===== src/design/rr_interval_session_recorder_top_assert.svh =====
// ----------------------------------------------------------------------------
// Assertion macros for the heart-beat interval session recorder
// Concurrent checks clocked on clk_i and switched off while rst_ni is low.
// ----------------------------------------------------------------------------
`ifndef RR_INTERVAL_SESSION_RECORDER_TOP_ASSERT_SVH
`define RR_INTERVAL_SESSION_RECORDER_TOP_ASSERT_SVH

// A property that must hold at every clock edge outside reset.
`define RRSR_ASSERT(name, prop, msg) \
  name: assert property (@(posedge clk_i) disable iff (!rst_ni) (prop)) else $error(msg);

// An implication whose consequent is checked in the same cycle.
`define RRSR_ASSERT_IMP(name, ante, cons, msg) \
  name: assert property (@(posedge clk_i) disable iff (!rst_ni) (ante) |-> (cons)) \
    else $error(msg);

`endif


===== src/design/rrsr_pkg.sv =====
// ----------------------------------------------------------------------------
// rrsr_pkg: shared types and constants
// Word layouts, session phase coding and the allowed session lengths.
// ----------------------------------------------------------------------------
`default_nettype none

package rrsr_pkg;

  localparam int unsigned STORE_DEPTH_DEF = 1024;
  localparam int unsigned MS_PER_SEC      = 1000;

  // Allowed session lengths in seconds.
  localparam int unsigned LEN_A_SEC = 30;
  localparam int unsigned LEN_B_SEC = 120;
  localparam int unsigned LEN_C_SEC = 180;
  localparam int unsigned LEN_D_SEC = 300;

  localparam logic [18:0] LEN_A_MS = 19'(LEN_A_SEC * MS_PER_SEC);
  localparam logic [18:0] LEN_B_MS = 19'(LEN_B_SEC * MS_PER_SEC);
  localparam logic [18:0] LEN_C_MS = 19'(LEN_C_SEC * MS_PER_SEC);
  localparam logic [18:0] LEN_D_MS = 19'(LEN_D_SEC * MS_PER_SEC);

  typedef enum logic [2:0] {
    MODE_START = 3'd0,
    MODE_STOP  = 3'd1,
    MODE_FEED  = 3'd2,
    MODE_POLL  = 3'd3,
    MODE_READ  = 3'd4
  } mode_e;

  typedef enum logic [1:0] {
    CFG_INTERVAL_MIN = 2'd0,
    CFG_INTERVAL_MAX = 2'd1,
    CFG_GRACE        = 2'd2
  } cfg_reg_e;

  typedef enum logic [3:0] {
    PH_IDLE = 4'b0001,
    PH_REC  = 4'b0010,
    PH_DONE = 4'b0100,
    PH_ERR  = 4'b1000
  } phase_e;

  localparam logic [1:0] STATE_CODE_IDLE = 2'd0;
  localparam logic [1:0] STATE_CODE_REC  = 2'd1;
  localparam logic [1:0] STATE_CODE_DONE = 2'd2;
  localparam logic [1:0] STATE_CODE_ERR  = 2'd3;

  typedef struct packed {
    logic [2:0]  mode;
    logic [31:0] now_ms;
    logic [15:0] length_sec;
    logic [15:0] rr_interval;
    logic        link_up;
    logic [9:0]  read_index;
  } in_item_t;

  typedef struct packed {
    logic        accepted;
    logic [1:0]  session_state;
    logic [10:0] entry_count;
    logic [18:0] run_ms;
    logic [15:0] read_value;
  } out_item_t;

  typedef struct packed {
    logic [15:0] interval_min_ms;
    logic [15:0] interval_max_ms;
    logic [31:0] grace_ms;
  } cfg_t;

  typedef struct packed {
    phase_e      phase;
    logic [18:0] session_ms;
    logic [31:0] start_ms;
    logic [18:0] run_ms;
    logic [31:0] loss_ms;
    logic        loss_valid;
  } sess_t;

  // Session length in ms for an allowed length, zero for any other.
  function automatic logic [18:0] session_ms_of(input logic [15:0] dur);
    logic [18:0] ms;
    case (dur)
      16'(LEN_A_SEC): ms = LEN_A_MS;
      16'(LEN_B_SEC): ms = LEN_B_MS;
      16'(LEN_C_SEC): ms = LEN_C_MS;
      16'(LEN_D_SEC): ms = LEN_D_MS;
      default:        ms = '0;
    endcase
    return ms;
  endfunction

  function automatic logic [1:0] phase_code(input phase_e ph);
    logic [1:0] code;
    case (ph)
      PH_IDLE: code = STATE_CODE_IDLE;
      PH_REC:  code = STATE_CODE_REC;
      PH_DONE: code = STATE_CODE_DONE;
      PH_ERR:  code = STATE_CODE_ERR;
      default: code = STATE_CODE_IDLE;
    endcase
    return code;
  endfunction

endpackage

`default_nettype wire


===== src/design/rrsr_exec.sv =====
// ----------------------------------------------------------------------------
// rrsr_exec: command execution
// Computes the next session state, the store write and the result word.
// ----------------------------------------------------------------------------
`default_nettype none

module rrsr_exec #(
  parameter int unsigned STORE_DEPTH = 1024,
  parameter int unsigned CW          = 11
) (
  input  rrsr_pkg::in_item_t  item_i,
  input  rrsr_pkg::cfg_t      cfg_i,
  input  rrsr_pkg::sess_t     sess_i,
  input  wire logic [CW-1:0]  count_i,
  input  wire logic [15:0]    rdata_i,
  output rrsr_pkg::sess_t     sess_o,
  output logic      [CW-1:0]  count_o,
  output logic                store_we_o,
  output rrsr_pkg::out_item_t res_o
);

  import rrsr_pkg::*;

  logic [31:0] el;
  logic [31:0] dur_ms;
  logic [31:0] loss_ref;
  logic [31:0] gone_ms;
  logic [18:0] start_len;
  logic        start_ok;
  logic        in_range;
  logic        has_room;
  logic        failed;
  logic        acc;
  logic [15:0] rval;
  logic [18:0] shown;
  logic [31:0] cnt_ext;

  assign el        = item_i.now_ms - sess_i.start_ms;
  assign dur_ms    = 32'(sess_i.session_ms);
  assign loss_ref  = sess_i.loss_valid ? sess_i.loss_ms : item_i.now_ms;
  assign gone_ms   = item_i.now_ms - loss_ref;
  assign start_len = session_ms_of(item_i.length_sec);
  assign start_ok  = (start_len != '0);
  assign in_range  = (item_i.rr_interval >= cfg_i.interval_min_ms) &&
                     (item_i.rr_interval <= cfg_i.interval_max_ms);
  assign has_room  = (32'(count_i) < 32'(STORE_DEPTH));
  assign cnt_ext   = 32'(count_i);

  always_comb begin
    sess_o     = sess_i;
    count_o    = count_i;
    store_we_o = 1'b0;
    acc        = 1'b0;
    rval       = '0;
    failed     = 1'b0;
    case (item_i.mode)
      MODE_START: begin
        if (start_ok) begin
          sess_o.phase      = PH_REC;
          sess_o.session_ms = start_len;
          sess_o.start_ms   = item_i.now_ms;
          sess_o.run_ms     = '0;
          sess_o.loss_ms    = '0;
          sess_o.loss_valid = 1'b0;
          count_o           = '0;
          acc               = 1'b1;
        end
      end
      MODE_STOP: begin
        sess_o.phase      = PH_IDLE;
        sess_o.session_ms = '0;
        sess_o.run_ms     = '0;
        sess_o.loss_ms    = '0;
        sess_o.loss_valid = 1'b0;
        count_o           = '0;
      end
      MODE_FEED: begin
        if (in_range && (sess_i.phase == PH_REC) && has_room) begin
          store_we_o = 1'b1;
          count_o    = count_i + CW'(1);
          acc        = 1'b1;
        end
      end
      MODE_POLL: begin
        if (sess_i.phase == PH_REC) begin
          if (item_i.link_up) begin
            sess_o.loss_valid = 1'b0;
            sess_o.loss_ms    = '0;
          end else begin
            sess_o.loss_valid = 1'b1;
            sess_o.loss_ms    = loss_ref;
            if ((gone_ms >= cfg_i.grace_ms) && (el < dur_ms)) begin
              sess_o.phase = PH_ERR;
              failed       = 1'b1;
            end
          end
          if (!failed && (el >= dur_ms)) begin
            sess_o.phase  = PH_DONE;
            sess_o.run_ms = sess_i.session_ms;
          end else begin
            sess_o.run_ms = el[18:0];
          end
        end
      end
      MODE_READ: begin
        if (32'(item_i.read_index) < cnt_ext) begin
          acc  = 1'b1;
          rval = rdata_i;
        end
      end
      default: begin
      end
    endcase
  end

  // While recording the live time is shown, capped at the session length; a fresh start shows zero.
  always_comb begin
    shown = sess_o.run_ms;
    if (sess_o.phase == PH_REC) begin
      if ((item_i.mode == MODE_START) && start_ok) begin
        shown = '0;
      end else if (el > dur_ms) begin
        shown = sess_i.session_ms;
      end else begin
        shown = el[18:0];
      end
    end
  end

  logic [31:0] cnt_out_ext;
  assign cnt_out_ext = 32'(count_o);

  assign res_o.accepted      = acc;
  assign res_o.session_state = phase_code(sess_o.phase);
  assign res_o.entry_count   = cnt_out_ext[10:0];
  assign res_o.run_ms        = shown;
  assign res_o.read_value    = rval;

endmodule

`default_nettype wire

===== config.mk =====
export PLATFORM = sky130hd
export DESIGN_NAME = rrsr_exec
export DESIGN_NICKNAME = d
export VERILOG_FILES = /design/src/design/rr_interval_session_recorder_top_assert.svh /design/src/design/rrsr_pkg.sv /design/src/design/rrsr_exec.sv
export SDC_FILE = /design/constraint.sdc
export NUM_CORES = 1
export LEC_CHECK = 0
export ABC_AREA = 1
export BUFFER_PORTS_ARGS = -buffer_cell sky130_fd_sc_hd__buf_4
export CORE_AREA = 2 2 171 173
export DETAILED_ROUTE_END_ITERATION = 8
export DIE_AREA = 0 0 173 175
export PLACE_DENSITY = 0.6
export SKIP_LAST_GASP = 1
export SLEW_MARGIN = 25
export SYNTH_ARGS = -nofsm -noshare
export SYNTH_HDL_FRONTEND = slang
export SYNTH_SLANG_ARGS = --single-unit

===== constraint.sdc =====
create_clock -name vclk -period 8.3
set_input_delay 0.415 -clock vclk [all_inputs]
set_output_delay 0.415 -clock vclk [all_outputs]
set_load 0.01 [all_outputs]

== Yosys cells after proc, flatten, opt, wreduce, memory -nomap -nowiden ==
Index checks and enable logic that the tools add are counted.
Operators by class
  add/subtract/negate cells: 3
  $lt $le $gt $ge: 8
  equal/unequal tests: 12
  multiplexer cells: 32
  reduce and logical (&&, ||, !) cells: 9
Operators by type and width (count)
  $pmux 52 s3: 1
  $mux 107: 1
  $mux 19: 4
  $pmux 19 s4: 1
  $mux 32: 2
  $sub 32x32->32: 2
  $mux 52: 1
  $pmux 19 s2: 1
  $mux 33: 1
  $pmux 11 s3: 1
  $ge 32x19->1: 1
  $ge 32x32->1: 1
  $gt 32x19->1: 1
  $lt 32x19->1: 1
  $mux 16: 2
  $mux 11: 2
  $reduce_bool 19->1: 1
  $eq 16x5->1 const B: 1
  $eq 16x7->1 const B: 1
  $eq 16x8->1 const B: 1
  $eq 16x9->1 const B: 1
  $ge 16x16->1: 1
  $le 16x16->1: 1
  $mux 4: 4
  other kinds (16): 30
Storage, ports and cells
  bits in registers: 0
  input port bits: 276
  output and inout port bits: 168
  word-level logic and storage cells: 64

== Longest topological paths before layout ==
  word-level depth: 15
  gate-level depth with buffers: 44
  mapped depth without buffers: 42

== Least setup slack after synthesis ==
No wires, ideal clock.
  path type: input -> output
  from: in sess_i[0] in the netlist's numbering
  to: out res_o[25] in the netlist's numbering
  arrival time: 5.393 ns
  data required time: 7.885 ns
  slack: 2.492 ns
  stages on the path: 42
  path buffers: 4
  path through: clkbuf_1 > clkbuf_1 > o21ai_0 > inv_1 > ha_1 > inv_1 > fa_1 > nand2_1 > nand2_1 > o21ai_0 > o21ai_0 > nand3_1 > nand2_1 > nand3_1 > nand2_1 > nand2_1 > nand2_1 > a21boi_0 > (+6 left out) > inv_1 > ha_1 > nand2_1 > nor2_1 > nand4_1 > nor4_1 > nand4_1 > nand3_1 > nand2_1 > nand4_1 > buf_2 > clkbuf_1 > nand3_1 > nand3_1 > nand2_1 > nand2_1 > nand2_1 > nand2_1
RTL lines
  start, declared: RTL line rrsr_exec.sv:13  | input rrsr_pkg::sess_t sess_i,
  end, declared: RTL line rrsr_exec.sv:19  | output rrsr_pkg::out_item_t res_o

==> impl_metrics.py <==
metrics = {
    "critical_path": {
        "required_ps": 7890,
        "cp_data_arrival_time_ps": 6960,
        "cp_slowest_cell": "nor4_1",
        "worstSetupStartpointType": "input pin",
        "endpoint_kind": "output pin",
        "crit_type": "in -> out",
        "crit_path_max_incr_delay_ps": 550,
        "crit_top_cell": "nand2_1",
        "path_max_fanout": 39,
        "worst-path-buf-inv": 4,
        "path_delay_family": "simple AND/OR/NAND/NOR gates",
    },
    "cells_and_area": {
        "nFillCells": 3202,
        "fin_nets": 2781,
        "nFlopsAndLatches": 0,
        "clockBufferCount": 0,
        "multi_input_area_sq_um": 8434,
        "drive_gt1_share_pct": 20.64,
        "syn_to_final_growth_pct": 34.99,
        "seq_area_sq_um": 0,
        "fin_util_pct": 48.30,
        "layout.cells.non_filler": 2731,
    },
    "place": {
        "gp_congestion": 1.026,
        "dpl.hpwl_microns": 41860,
        "portBuffers": 444,
        "dp_cells": 2729,
    },
    "hold_path": {
        "holdCritStartpoint": "rdata_i[5]",
        "hold-path-endpoint": "res_o[5]",
        "worstHoldPathType": "in -> out",
        "hold_depth": 4,
    },
    "timing": {
        "fmax_mhz": 135.7,
        "setup-violations-final": 0,
        "period_share_pct": 88.82,
        "slew_headroom_pct": 41.75,
        "rsz0062_at_grt": "no",
        "fin_tns_setup_ps": 0,
        "tightest_slew_ps": 867.1,
        "final-hold-violation-count": 0,
        "maxSlewViolCount": 0,
        "period_minus_slack_ps": 7372,
    },
    "power": {
        "peakVddDrop_mv": 0.03412,
        "seq_power_share_pct": 0,
        "p_comb_share_pct": 100.0,
        "netSwitchingFraction_pct": 58.81,
        "clockPowerShare_pct": 0,
        "p_leak_nw": 8.027,
        "p_switching_mw": 0.6207,
        "internal_power_mw": 0.4347,
        "p_per_area_nw_per_um2": 76.96,
    },
    "job": {
        "maxCapViolCount": 0,
    },
    "floorplan": {
        "dieWidth_microns": 173,
        "initial_core_util_pct": 35.78,
        "row_count": 62,
        "fp.coreArea_sq_um": 28390,
        "die_h_microns": 175,
        "die_area_sq_um": 30280,
        "io_pins": 444,
    },
    "synthesis": {
        "netlist_instances": 1960,
        "syn_area_sq_um": 10160,
        "synth.largest_area_cell": "nand2_1",
        "synth_area_leaders": "nand2_1 20%, ha_1 19%, inv_1 13%",
        "synth_nets": 2394,
        "synth_top_area_share_pct": 19.84,
        "avgSynthCellArea_sq_um": 5.183,
        "synth_warnings": 0,
        "seq_area_frac_synth_pct": 0,
        "ys_types": 47,
    },
    "global_route": {
        "grt_antenna_before_repair": 2,
        "grt_start_max_net_pins": 65,
        "grt.overflow.total": 0,
        "grt_pass1_vias": 13380,
        "track_usage_pct": 30.54,
        "grt_first_pass_wirelength_microns": 74040,
    },
    "clocking": {
        "ctsHoldBuffers": 0,
        "cts_resized": 0,
        "cts_setup_buffers": 0,
    },
    "route": {
        "wl_per_cell_microns": 17.72,
        "vias": 13980,
        "drt_iter0_drc": 946,
        "drt_first_pass_iters": 6,
        "postRouteAntennaNets": 0,
        "finalWirelength_microns": 48410,
        "drc_errors": 0,
        "via_per_inst": 5.120,
    },
    "status": {
        "status": "completed",
    },
}
-- tightest hold or removal path, cell delays in order --
cell and delay [ps]:
buf_4 80, inv_1 30, nor2_1 80, buf_4 120
-- area by class of cell --
cell class | instances | share of cell area, %
inverters | 369 | 10.10
multi-input cells | 1522 | 61.51
diodes | 2 | 0.03650
repair buffers | 454 | 24.85
well taps | 384 | 3.504
-- layout by cell type (no fill, tap or decap), drive strengths merged, types with 2 or more instances in the layout --
master and count:
and3 3, o221ai 2, o211ai 7, clkinv 2, diode 2, ha 156
a211oi 3, buf 454, and2 4, nand3b 6, xnor2 15, nand4 22
o21ai 204, o21a 4, xor2 37, a31oi 5, nand3 111, inv 367
o21bai 8, a21boi 3, nor4 13, o22ai 44, nand2 540, a21oi 103
nor2 197, nor3 18, a22oi 3, fa 2, a21o 4, o2111ai 3
-- synth_stat cells, types with 3 or more instances --
cell type,n
nand2_1,537
inv_1,362
o21ai_0,202
nor2_1,185
ha_1,156
nand3_1,108
a21oi_1,102
o22ai_1,44
clkbuf_1,41
xor2_1,37
nand4_1,22
buf_4,17
nor3_1,16
xnor2_1,15
nor4_1,13
nor2_2,10
o21bai_1,8
o211ai_1,7
buf_2,6
nand3b_1,6
a31oi_1,5
inv_2,5
a21o_1,4
and2_1,4
o21a_1,4
a211oi_1,3
a21boi_0,3
a22oi_1,3
and3_1,3
buf_6,3
nand2_2,3
nand3_2,3
o2111ai_1,3
-- how the worst max path moves through the flow --
stage	start	end	slack, ps	cells after the start
floorplan	sess_i[0]	res_o[25]	2490	42
global placement	sess_i[0]	res_o[29]	1020	42
detailed placement	sess_i[0]	res_o[16]	700	33
CTS	sess_i[0]	res_o[16]	660	33
global route	sess_i[0]	res_o[19]	190	33
finish	sess_i[0]	res_o[16]	930	33
-- metal layers --
metal  track usage (%)  up-vias  share of wire [%]
met3             3.655       94                6.7
met5                 0        -                  0
met2             58.08      596                 50
met4             12.08        0                4.5
li1                  -     7096                  -
met1             34.43     6196                 39
-- cells by family after synthesis --
| family | after synthesis | synth area share [%] |
|---|---|---|
| buffers and inverters | 438 | 17.11 |
| AO/OA/AOI/OAI | 397 | 21.38 |
| adder cells (fa/ha/maj) | 158 | 19.61 |
| XOR/XNOR | 52 | 4.483 |
| AND/OR/NAND/NOR | 915 | 37.42 |
-- power groups by stage --
stage / Combinational (mW) / Clock (mW) / Sequential (mW)
2_1_floorplan: 0.616 / 0 / 0
3_5_place_dp: 1.05 / 0 / 0
5_1_grt: 1.18 / 0.0000000322 / 0
3_3_place_gp: 1.04 / 0 / 0
6_report: 1.06 / 0.0000000323 / 0
4_1_cts: 1.05 / 0 / 0
-- through the flow --
step                      worst slack (ps)  power, mW  hold slack (ps)  area, sq um
after floorplan                       2492     0.6160            917.1        10160
after global placement                1016      1.039             1138        13710
after detailed placement             703.4      1.049             1139        13710
after CTS                            661.8      1.054             1141        13710
after global routing                 192.5      1.177             1145        13710
final                                928.3      1.055             1140        13710
No activity file was read; power rests on OpenSTA's default activity.
